<file path="config.mk">
export PLATFORM = sky130hd
export DESIGN_NAME = page_frame_replacement_unit
export DESIGN_NICKNAME = d
export VERILOG_FILES = /design/src/sv/prf_pkg.sv /design/src/sv/prf_cell.sv /design/src/sv/page_frame_replacement_unit.sv
export SDC_FILE = /design/constraint.sdc
export NUM_CORES = 1
export LEC_CHECK = 0
export ABC_CLOCK_PERIOD_IN_PS = 6900
export BUFFER_PORTS_ARGS = -buffer_cell sky130_fd_sc_hd__buf_2
export CORE_ASPECT_RATIO = 2
export CORE_MARGIN = 2
export CORE_UTILIZATION = 65
export DETAILED_ROUTE_END_ITERATION = 8
export PLACE_DENSITY = 0.9
export SLEW_MARGIN = 20
export SYNTH_ARGS = -nofsm -noshare
export SYNTH_HDL_FRONTEND = slang
export SYNTH_SLANG_ARGS = --single-unit
</file>
<file path="constraint.sdc">
create_clock -name clock -period 6.9 [get_ports clock]
set_clock_uncertainty 0.2 [all_clocks]
set_input_delay 1.035 -clock clock [delete_from_list [all_inputs] [get_ports clock]]
set_output_delay 1.035 -clock clock [all_outputs]
set_load 0.01 [all_outputs]
</file>
<file path="src/sv/prf_pkg.sv">
// Package for the page frame replacement unit.
// Holds the field widths, the parameter defaults and the policy codes.
// It depends on nothing else.
package prf_pkg;

   localparam int FRAMES_DEFAULT = 8;
   localparam int PAGES_DEFAULT  = 64;

   localparam int PAGE_NUMBER_W = 6;
   localparam int FRAME_INDEX_W = 3;
   localparam int FAULT_W       = 16;
   localparam int POLICY_W      = 2;

   typedef enum logic [POLICY_W-1:0] {
      POLICY_FIFO = 2'd0,
      POLICY_LRU  = 2'd1,
      POLICY_MRU  = 2'd2
   } policy_type;

endpackage

</file>
<file path="src/sv/prf_cell.sv">
// One cell of the recency chain: a frame number, the page that owns it and a valid flag.
// On a shift it loads the contents of its neighbour nearer the head of the chain.
// It depends on prf_pkg.
module prf_cell
   import prf_pkg::*;
#(
   parameter int FRAME_W = 3,
   parameter int PAGE_W  = PAGE_NUMBER_W
) (
   input  logic               clock,
   input  logic               reset,
   input  logic               shift_en,
   input  logic               in_valid,
   input  logic [FRAME_W-1:0] in_frame,
   input  logic [PAGE_W-1:0]  in_owner,
   input  logic [PAGE_W-1:0]  query_page,
   input  logic [FRAME_W-1:0] query_frame,
   output logic               valid,
   output logic [FRAME_W-1:0] frame,
   output logic [PAGE_W-1:0]  owner,
   output logic               page_match,
   output logic               frame_match
);

   logic               valid_ff;
   logic [FRAME_W-1:0] frame_ff;
   logic [PAGE_W-1:0]  owner_ff;

   always_ff @(posedge clock) begin
      if (reset) begin
         valid_ff <= 1'b0;
      end else if (shift_en) begin
         valid_ff <= in_valid;
      end
   end

   always_ff @(posedge clock) begin
      if (shift_en) begin
         frame_ff <= in_frame;
         owner_ff <= in_owner;
      end
   end

   assign valid       = valid_ff;
   assign frame       = frame_ff;
   assign owner       = owner_ff;
   assign page_match  = valid_ff && (owner_ff == query_page);
   assign frame_match = valid_ff && (frame_ff == query_frame);

endmodule

</file>
<file path="src/sv/page_frame_replacement_unit.sv">
// Page frame replacement unit with FIFO, LRU and MRU policies. A request is taken at
// every clock edge at which start is high, as busy stays low, and its response appears on
// the rsp_ ports, marked by rsp_valid, for exactly one cycle, registered at the edge that took it:
// one request per cycle. The receiver cannot stall the
// responses, so it must take each one in the cycle in which it is shown. The frames form a
// chain of cells in recency order, each carrying its frame number and owner page, so that
// the lookup is a compare in every cell and a move to the front is one shift of the chosen cell and the cells
// ahead of it. Reset empties all frames and clears the fault count; the policy
// register should be written only after a reset and while no request is in flight.
// It depends on prf_pkg and prf_cell.
module page_frame_replacement_unit
   import prf_pkg::*;
#(
   parameter int NUM_FRAMES = FRAMES_DEFAULT,
   parameter int NUM_PAGES  = PAGES_DEFAULT
) (
   input  logic                     clock,
   input  logic                     reset,
   input  logic                     start,
   output logic                     busy,
   input  logic [PAGE_NUMBER_W-1:0] req_page_number,
   output logic                     rsp_valid,
   output logic                     rsp_hit,
   output logic [FRAME_INDEX_W-1:0] rsp_frame_index,
   output logic                     rsp_evicted_valid,
   output logic [PAGE_NUMBER_W-1:0] rsp_evicted_page,
   output logic [FAULT_W-1:0]       rsp_fault_count,
   input  logic                     csr_write_enable,
   input  logic [POLICY_W-1:0]      csr_write_data
);

   localparam int FRAME_W = $clog2(NUM_FRAMES);
   localparam int PAGE_W  = (NUM_PAGES >= (1 << PAGE_NUMBER_W)) ?
                            PAGE_NUMBER_W : $clog2(NUM_PAGES);
   localparam int FILL_W  = $clog2(NUM_FRAMES + 1);

   logic [POLICY_W-1:0]      policy_ff;
   logic [FILL_W-1:0]        filled_ff;
   logic [FRAME_W-1:0]       fifo_ff;
   logic [FAULT_W-1:0]       fault_ff;
   logic                     rsp_valid_ff;
   logic                     rsp_hit_ff;
   logic [FRAME_INDEX_W-1:0] rsp_frame_ff;
   logic                     rsp_ev_valid_ff;
   logic [PAGE_NUMBER_W-1:0] rsp_ev_page_ff;

   logic [PAGE_NUMBER_W-1:0] page_rem;
   logic [PAGE_W-1:0]        page_idx;

   logic [NUM_FRAMES-1:0]    cell_valid;
   logic [NUM_FRAMES-1:0]    page_match;
   logic [NUM_FRAMES-1:0]    frame_match;
   logic [NUM_FRAMES-1:0]    shift;
   logic [NUM_FRAMES-1:0]    sel;
   logic [FRAME_W-1:0]       cell_frame [NUM_FRAMES];
   logic [PAGE_W-1:0]        cell_owner [NUM_FRAMES];
   logic                     nb_valid   [NUM_FRAMES];
   logic [FRAME_W-1:0]       nb_frame   [NUM_FRAMES];
   logic [PAGE_W-1:0]        nb_owner   [NUM_FRAMES];

   logic                     hit;
   logic                     full;
   logic                     fill;
   logic                     evict;
   logic                     fifo_policy;
   logic [FRAME_W-1:0]       sel_pos;
   logic [FRAME_W-1:0]       victim_frame;
   logic [PAGE_W-1:0]        victim_owner;
   logic [FRAME_W-1:0]       new_frame;
   logic [FAULT_W-1:0]       fault_in;

   assign busy = 1'b0;

   always_comb begin
      page_rem = req_page_number;
      for (int s = PAGE_NUMBER_W - 1; s >= 0; s--) begin
         if (int'(page_rem) >= (NUM_PAGES << s)) begin
            page_rem = page_rem - PAGE_NUMBER_W'(NUM_PAGES << s);
         end
      end
      page_idx = PAGE_W'(page_rem);
   end

   for (genvar g = 0; g < NUM_FRAMES; g++) begin : g_cell
      if (g == 0) begin : g_head
         assign nb_valid[g] = 1'b1;
         assign nb_frame[g] = new_frame;
         assign nb_owner[g] = page_idx;
      end else begin : g_body
         assign nb_valid[g] = cell_valid[g-1];
         assign nb_frame[g] = cell_frame[g-1];
         assign nb_owner[g] = cell_owner[g-1];
      end

      prf_cell #(
         .FRAME_W (FRAME_W),
         .PAGE_W  (PAGE_W)
      ) u_cell (
         .clock       (clock),
         .reset       (reset),
         .shift_en    (shift[g]),
         .in_valid    (nb_valid[g]),
         .in_frame    (nb_frame[g]),
         .in_owner    (nb_owner[g]),
         .query_page  (page_idx),
         .query_frame (fifo_ff),
         .valid       (cell_valid[g]),
         .frame       (cell_frame[g]),
         .owner       (cell_owner[g]),
         .page_match  (page_match[g]),
         .frame_match (frame_match[g])
      );
   end

   always_comb begin
      hit         = |page_match;
      full        = (filled_ff == FILL_W'(NUM_FRAMES));
      fill        = !hit && !full;
      evict       = !hit && full;
      fifo_policy = !((policy_ff == POLICY_LRU) || (policy_ff == POLICY_MRU));

      sel = '0;
      if (hit) begin
         sel = page_match;
      end else if (!full) begin
         sel[filled_ff[FRAME_W-1:0]] = 1'b1;
      end else begin
         unique case (policy_ff)
            POLICY_LRU: sel[NUM_FRAMES-1] = 1'b1;
            POLICY_MRU: sel[0] = 1'b1;
            default:    sel = frame_match;
         endcase
      end

      sel_pos      = '0;
      victim_frame = '0;
      victim_owner = '0;
      for (int p = 0; p < NUM_FRAMES; p++) begin
         if (sel[p]) begin
            sel_pos      = sel_pos | FRAME_W'(p);
            victim_frame = victim_frame | cell_frame[p];
            victim_owner = victim_owner | cell_owner[p];
         end
      end

      new_frame = fill ? filled_ff[FRAME_W-1:0] : victim_frame;

      for (int p = 0; p < NUM_FRAMES; p++) begin
         shift[p] = start && (p <= int'(sel_pos));
      end

      fault_in = (!hit && (fault_ff != '1)) ? fault_ff + 1'b1 : fault_ff;
   end

   always_ff @(posedge clock) begin
      if (reset) begin
         policy_ff    <= POLICY_FIFO;
         filled_ff    <= '0;
         fifo_ff      <= '0;
         fault_ff     <= '0;
         rsp_valid_ff <= 1'b0;
      end else begin
         if (csr_write_enable) begin
            policy_ff <= csr_write_data;
         end
         rsp_valid_ff <= start;
         if (start) begin
            fault_ff <= fault_in;
            if (fill) begin
               filled_ff <= filled_ff + 1'b1;
            end
            if (evict && fifo_policy) begin
               fifo_ff <= (fifo_ff == FRAME_W'(NUM_FRAMES - 1)) ? '0 : fifo_ff + 1'b1;
            end
         end
      end
   end

   always_ff @(posedge clock) begin
      if (start) begin
         rsp_hit_ff      <= hit;
         rsp_frame_ff    <= FRAME_INDEX_W'(new_frame);
         rsp_ev_valid_ff <= evict;
         rsp_ev_page_ff  <= evict ? PAGE_NUMBER_W'(victim_owner) : '0;
      end
   end

   assign rsp_valid         = rsp_valid_ff;
   assign rsp_hit           = rsp_hit_ff;
   assign rsp_frame_index   = rsp_frame_ff;
   assign rsp_evicted_valid = rsp_ev_valid_ff;
   assign rsp_evicted_page  = rsp_ev_page_ff;
   assign rsp_fault_count   = fault_ff;

endmodule

</file>
==> summary.txt, run 1 <==
Critical path
  – Slowest cell on the critical path: nor2_1
  – Crit path launch type: primary input
  – Crit path launch: req_page_number[1]
  – Delay-heaviest family, CP: simple AND/OR/NAND/NOR gates
  – Crit-path max cell delay: ~970 ps
  – RR Startpoint: filled_ff[1]$_SDFFE_PP0P_
  – Crit path buffers/inverters: 1
  – Reg-to-reg slack, setup: 2590 ps
  – End of the critical path: g_cell[6].u_cell.owner[4]$_DFFE_PP_
  – Crit Path Class: in2reg
  – Worst Path Max Fanout: 11
  – Crit. End Element: flop
  – Worst r2r path cells: 8
  – Worst Path Required: 6740 ps
  – Crit-path cells: buf_2, xor2_1, or4_1, nand4_4, a211oi_1, o21ai_1, nor2_1
  – Worst EP arrival: 4190 ps
  – R2R Path End: g_cell[3].u_cell.owner[4]$_DFFE_PP_
  – Crit. path cell count: 7

Global routing
  – Initial antenna violation count: 0
  – Vias in the first global route: roughly 4,700
  – GR Util All Layers: 38.3%
  – Global-route wire length before repair: 27,200 microns
  – Largest net degree at the start of global routing: 39
  – Total gr overflow: 0

Synth
  – YS warnings: 0
  – Syn Std Cell Area: 5900 sq um
  – Part of the Yosys area used for sequential elements: a little over half
  – Leading cell types by total area after synthesis: edfxtp_1, dfxtp_1, xnor2_1
  – Top FF cell, synth: edfxtp_1
  – Ys async rst share: 0%
  – EDFF count, synth: 80
  – Distinct cells, synth: 57
  – Synth Instances: 513
  – Post-synth top area share: 40.7%
  – Avg Inst Size Synth: roughly 12 sq um
  – Register bit total from synthesis: between 100 and 150
  – Area leader, netlist: edfxtp_1
  – Synthesized Nets: approximately 530

STA
  – Least-Margin Pin Slew: 1260 ps
  – Tmin final: 4350 ps
  – Fin. Hold Viols: 0
  – Final period utilization: 63.1%
  – Max-slew violations: 0
  – Endpoints failing setup: 0
  – Final setup TNS: 0 ps
  – Max Fclk: roughly 230 MHz
  – Max-slew headroom: 15.5%
  – Fin Hold WS: 307 ps
  – Unrepaired setup endpoints after global routing: no

Final layout
  – Final Non-Filler Cells: 661
  – N_diodes: 0
  – P&R area growth vs syn: 13.0%
  – Final nets: 565
  – Ratio of cells with drive above 1 in the final layout: 16.8%

Floorplanning
  – I/O pin count: 41
  – Core Region: a little under 9000 sq um
  – Die Ht: 139 microns
  – Die Width: 71.4 microns
  – Std-Cell Rows: 49
  – Initial core utilization: about 66%
  – Total die area: 9910 sq um

Clock tree
  – Clock slew at reported path FFs: about 60 ps
  – CTS resizes: 0
  – CTS Root Cell: clkbuf_16
  – Num CTS Buffers: 17
  – Htree depth: 4
  – Hold_buf cts: 0
  – CTS tree: done
  – Post-CTS setup buffer count: 0
  – Clk buf depth: 2
  – Worst skew pair latency: 430 ps
  – Num Clock Sinks: 114

Hold path
  – HP Class: reg2reg

Detailed routing
  – Vias/cell: roughly 7.1
  – Via count: 4,678
  – DRT iter0 DRCs: 622
  – Detailed Routing Iterations Pass 1: 8
  – Residual DRC: 0
  – Wire per inst: 27.9 microns
  – Post-route ant nets: 0
  – Final wirelength: 18,500 microns

Power and ir drop
  – Net Switching: around 460 uW
  – Sequential Power Share: 43.1%
  – Clock power share: 49.8%
  – Peak VDD IR: between 0.2 and 0.25 mV
  – Internal power: 1340 uW
  – Net Sw Frac: 25.8%
  – Leak Pwr: 0.00240 uW
  – Pwr dens: 271 nW/um^2
  – Gate power share: about 7.1%
  – Pwr Total: 1800 uW

Placement
  – GPL Wtd Cong: 1.02
  – Hpwl dp: 13,100 microns
  – Port Buf Inserts: 39
  – Dpl cells: 629

Outcome
  – Status: finished clean

Flow run
  – Number of max-cap violations: 0
-- power groups by stage --
| stage | Clock [uW] | Sequential (uW) | Combinational (uW) |
|---|---|---|---|
| floorplan | 0 | 781 | 87.1 |
| global placement | 0 | 790 | 119 |
| detailed placement | 0 | 791 | 122 |
| CTS | 897 | 777 | 124 |
| global route | 922 | 778 | 135 |
| finish | 898 | 778 | 128 |
-- cell type report --
type | instances | area (sq um)
Clock buffer | 17 | 425
Sequential cell | 114 | 3080
Tap cell | 102 | 128
Clock inverter | 15 | 170
Fill cell | 539 | 2220
Multi-Input combinational cell | 350 | 2560
Timing Repair Buffer | 44 | 233
Inverter | 19 | 71.3
-- cell usage in the layout (no fill, tap or decap), types with 3 or more instances in the layout --
cell | netlist | routed
edfxtp_1 | 80 | 80
xnor2_1 | 51 | 51
buf_2 | 8 | 39
xor2_1 | 38 | 38
nor2_1 | 36 | 36
dfxtp_1 | 34 | 34
nand2_1 | 26 | 26
inv_1 | 18 | 18
clkbuf_16 | 0 | 17
nand4_1 | 15 | 15
nor3_1 | 13 | 13
a22oi_1 | 13 | 13
nand3_1 | 12 | 12
o21ai_0 | 12 | 12
mux2i_1 | 11 | 11
a21oi_1 | 11 | 10
a222oi_1 | 10 | 10
or4_1 | 9 | 9
nand2b_1 | 9 | 9
nor4_1 | 11 | 9
inv_6 | 0 | 8
and4_1 | 7 | 7
ha_1 | 7 | 7
a31oi_1 | 7 | 6
buf_4 | 4 | 5
o2111ai_1 | 4 | 4
o31ai_1 | 4 | 4
or3_1 | 3 | 3
o31ai_2 | 3 | 3
a22o_1 | 3 | 3
-- synth_stat cells, drive strengths merged, types with 2 or more instances --
master and number:
o311ai 2, nand2b 9, and4 7, a22oi 13
a222oi 10, nand2 26, o41ai 4, nor2 37
or4 11, xnor2 51, o31ai 7, a22o 3
nand3 14, a31oi 7, or3 3, nor4 11
a221oi 2, buf 22, nor3 13, a221o 2
a21oi 11, inv 19, dfxtp 34, o2111ai 4
edfxtp 80, xor2 38, nand4 17, ha 7
and3 2, clkbuf 8, mux2i 11, o21ai 14
a21o 2
-- routing by layer --
layer	vias to the layer above	global-route usage (%)	wire length (microns)
met1	2236	40.2	5970
met3	116	7.34	1310
met5	-	0	0
met2	327	64.8	9640
met4	0	30.0	1550
li1	1999	-	-
-- registers in the layout, indices dropped and copies added, names as in the netlist --
register             count
rsp_valid                1
policy_ff                2
rsp_hit                  1
g_cell.u_cell.valid      8
filled_ff                4
rsp_evicted_page         6
rsp_fault_count         16
fifo_ff                  3
g_cell.u_cell.frame     24
rsp_evicted_valid        1
g_cell.u_cell.owner     48
-- through the flow --
step	worst slack (ps)	cell area (sq um)	util, %
6_report	2550	6670	75.0
5_1_grt	2490	6670	75.0
3_3_place_gp	2310	6060	68.1
2_1_floorplan	3280	5900	-
4_1_cts	2710	6660	75.0
3_5_place_dp	2320	6070	68.3
-- kinds of logic (layout without fill, tap and decap cells) --
group / Yosys count / count (layout) / share of synthesized area (%)
and+or+nand+nor: 152 / 152 / 14.3
muxes: 11 / 11 / 1.86
DFF: 114 / 114 / 52.2
xor gates and xnor gates: 89 / 89 / 13.2
buffers and inverters: 49 / 95 / 4.81
other: 1 / 1 / 0.0635
AOI/OAI and AO/OA: 90 / 90 / 12.1
adders and majority gates: 7 / 7 / 1.48
-- how the worst min path moves through the flow --
stage,start,to,slack [ps],cells past startpoint
after floorplan,g_cell[7].u_cell.valid$_SDFFE_PP0P_,g_cell[7].u_cell.valid$_SDFFE_PP0P_,260,2
after global placement,rsp_fault_count[1]$_SDFFE_PP0P_,rsp_fault_count[1]$_SDFFE_PP0P_,280,2
after detailed placement,g_cell[5].u_cell.owner[0]$_DFFE_PP_,g_cell[6].u_cell.owner[0]$_DFFE_PP_,280,0
after CTS,g_cell[5].u_cell.owner[0]$_DFFE_PP_,g_cell[6].u_cell.owner[0]$_DFFE_PP_,300,0
after global routing,g_cell[5].u_cell.owner[5]$_DFFE_PP_,g_cell[6].u_cell.owner[5]$_DFFE_PP_,310,0
final,g_cell[5].u_cell.frame[1]$_DFFE_PP_,g_cell[6].u_cell.frame[1]$_DFFE_PP_,310,0
No activity file was read; power rests on OpenSTA's default activity.
==> run 2: changes to the inputs <==
--- a/config.mk
+++ b/config.mk
@@ -5,13 +5,13 @@
 export SDC_FILE = /design/constraint.sdc
 export NUM_CORES = 1
 export LEC_CHECK = 0
-export ABC_CLOCK_PERIOD_IN_PS = 6900
+export ABC_CLOCK_PERIOD_IN_PS = 3700
 export BUFFER_PORTS_ARGS = -buffer_cell sky130_fd_sc_hd__buf_2
 export CORE_ASPECT_RATIO = 2
 export CORE_MARGIN = 2
-export CORE_UTILIZATION = 65
+export CORE_UTILIZATION = 55
 export DETAILED_ROUTE_END_ITERATION = 8
-export PLACE_DENSITY = 0.9
+export PLACE_DENSITY = 0.82
 export SLEW_MARGIN = 20
 export SYNTH_ARGS = -nofsm -noshare
 export SYNTH_HDL_FRONTEND = slang
==> constraint.sdc (replaced) <==
create_clock -name clock -period 3.7 [get_ports clock]
set_clock_uncertainty 0.2 [all_clocks]
set_input_delay 0.555 -clock clock [delete_from_list [all_inputs] [get_ports clock]]
set_output_delay 0.555 -clock clock [all_outputs]
set_load 0.01 [all_outputs]
==> run 2 against run 1 <==
- clock-buffer cell count unchanged
- combinational power increased by 110%
- clock power rose by 86%
- non-clock buffer count rose by 35
- highest routed layer unchanged
- worst hold slack got worse by 120 ps
- die area increased by 17%
- sequential share of layout area down 2.1 points
- cell count up 11%
==> summary.txt, run 2 (same netlist as run 1, synthesis figures left out) <==
Outcome
  – Status: finished clean

Detailed routing
  – Detailed Routing Iterations Pass 1: 6
  – Final wirelength: 20,000 microns
  – Residual DRC: 0
  – Post-route ant nets: 0
  – Vias/cell: between 6 and 7
  – DRT iter0 DRCs: ~410
  – Via count: 4,818
  – Wire per inst: 27.4 microns

Clock tree
  – CTS tree: done
  – CTS resizes: 0
  – Num Clock Sinks: 114
  – Hold_buf cts: 0
  – Num CTS Buffers: 17
  – Worst skew pair latency: 430 ps
  – Htree depth: 4
  – Clk buf depth: 2
  – Post-CTS setup buffer count: 0
  – CTS Root Cell: clkbuf_16
  – Clock slew at reported path FFs: roughly 60 ps

Critical path
  – Crit Path Class: reg2reg
  – Worst r2r path cells: 8
  – Worst Path Max Fanout: 11
  – Crit path launch type: flop
  – Worst Path Required: between 3000 and 4000 ps
  – R2R Path End: rsp_evicted_page[3]$_SDFFCE_PN0P_
  – Crit. End Element: flop
  – Crit path launch: fifo_ff[0]$_SDFFE_PP0P_
  – RR Startpoint: fifo_ff[0]$_SDFFE_PP0P_
  – Worst EP arrival: between 3000 and 4000 ps
  – Reg-to-reg slack, setup: 250 ps

Flow run
  – Number of max-cap violations: 0

STA
  – Max-slew headroom: between 30% and 40%
  – Fin. Hold Viols: 0
  – Endpoints failing setup: 0
  – Fin Hold WS: 183 ps
  – Final worst slack: 253 ps
  – Tmin final: around 3400 ps
  – Max Fclk: 290 MHz
  – Unrepaired setup endpoints after global routing: no
  – Least-Margin Pin Slew: 1030 ps
  – Max-slew violations: 0
  – Final period utilization: 93.2%
  – Final setup TNS: 0 ps

Floorplanning
  – Die Ht: 151 microns
  – Initial core utilization: 56.4%
  – Std-Cell Rows: 53
  – Total die area: 11,600 sq um
  – Die Width: 77.3 microns
  – Core Region: 10,500 sq um
  – I/O pin count: 41

Global routing
  – Global-route wire length before repair: ~30,000 microns
  – Initial antenna violation count: 0
  – Total gr overflow: 0
  – Vias in the first global route: 5,031
  – Largest net degree at the start of global routing: 39
  – GR Util All Layers: a little over a third

Final layout
  – Ratio of cells with drive above 1 in the final layout: 20.9%
  – Layout fillers: 853
  – Most frequent cells in the layout: edfxtp_1, xnor2_1, buf_2
  – N_diodes: 0
  – Final nets: 600
  – Max reg flops: 48
  – P&R area growth vs syn: 18.2%
  – Commonest non-fill, non-tap cell in the layout: edfxtp_1

Hold path
  – Hold Path Depth: 3
  – HP Class: in2reg
  – WHS Endpoint: policy_ff[1]$_SDFFE_PP0P_
  – Hold Path Origin: csr_write_data[1]

Placement
  – GPL Wtd Cong: approximately 1.0
  – Hpwl dp: 14,700 microns
  – Port Buf Inserts: 39
  – Placement Setup Slack: 49.8 ps

Power and ir drop
  – Peak VDD IR: 0.340 mV
  – Pwr dens: just under 500 nW/um^2
  – Leak Pwr: 0.00259 uW
-- run 2: cell types whose count changed in the layout (fill, tap and decap cells not counted) --
cell,delta
buf_12,+2
a31oi_1,+1
nor4_1,+2
clkinvlp_4,-1
clkinv_2,-1
a21oi_1,+1
inv_8,+1
nor4_2,-2
buf_4,+33
inv_6,-2
a31oi_2,-1
clkinv_4,+2
a21oi_2,-1
clkinv_1,+1
-- run 2: power breakdown --
group          switching, uW  internal [uW]  total, uW  leakage (uW)
Clock                    660           1010       1670      0.000291
Combinational            170            103        274       0.00128
Sequential              42.1           1400       1440       0.00102
Total                    872           2520       3390       0.00259
-- run 2: how the worst max path moves through the flow --
stage	to	slack (ps)	depth (start not counted)
4_1_cts	rsp_evicted_page[1]$_SDFFCE_PN0P_	280	10
3_3_place_gp	rsp_evicted_page[4]$_SDFFCE_PN0P_	20	11
3_5_place_dp	rsp_evicted_page[1]$_SDFFCE_PN0P_	50	11
6_report	rsp_evicted_page[3]$_SDFFCE_PN0P_	250	8
2_1_floorplan	g_cell[3].u_cell.frame[0]$_DFFE_PP_	380	11
5_1_grt	rsp_evicted_page[3]$_SDFFCE_PN0P_	50	8
-- run 2: stage by stage --
stage / util (%) / power [uW] / instance area (sq um) / instances
3_3_place_gp: 60.9 / 1730 / 6380 / 699
2_1_floorplan: - / 1620 / 5900 / 513
5_1_grt: 66.6 / 3460 / 6980 / 731
3_5_place_dp: 60.9 / 1730 / 6380 / 699
6_report: 66.6 / 3390 / 6980 / 731
4_1_cts: 66.6 / 3390 / 6980 / 731
-- run 2: final cells by class --
type | instances | area, sq um | share of cell area (%)
tap | 137 | 171 | 2.46
clock inverter | 15 | 173 | 2.47
clock buffer | 17 | 425 | 6.09
multi-input combinational | 350 | 2540 | 36.3
inverter | 19 | 71.3 | 1.02
sequential | 114 | 3080 | 44.2
timing repair buffer | 79 | 520 | 7.46
-- run 2: per-layer routing --
layer	track usage (%)	vias up	part of all wire, %
li1	-	2068	-
met1	33.0	2304	30
met2	64.8	336	52
met3	8.81	110	7.2
met4	32.4	0	10
met5	0	-	0
-- run 2: worst max-delay path: stages, from the launching register on --
cell and delay [ps]:
dfxtp_1 700, xnor2_1 190, nand4_1 290, o22ai_1 460, inv_1 140, o41ai_4 670, a22oi_1 200, and4_1 270
a21oi_1 150
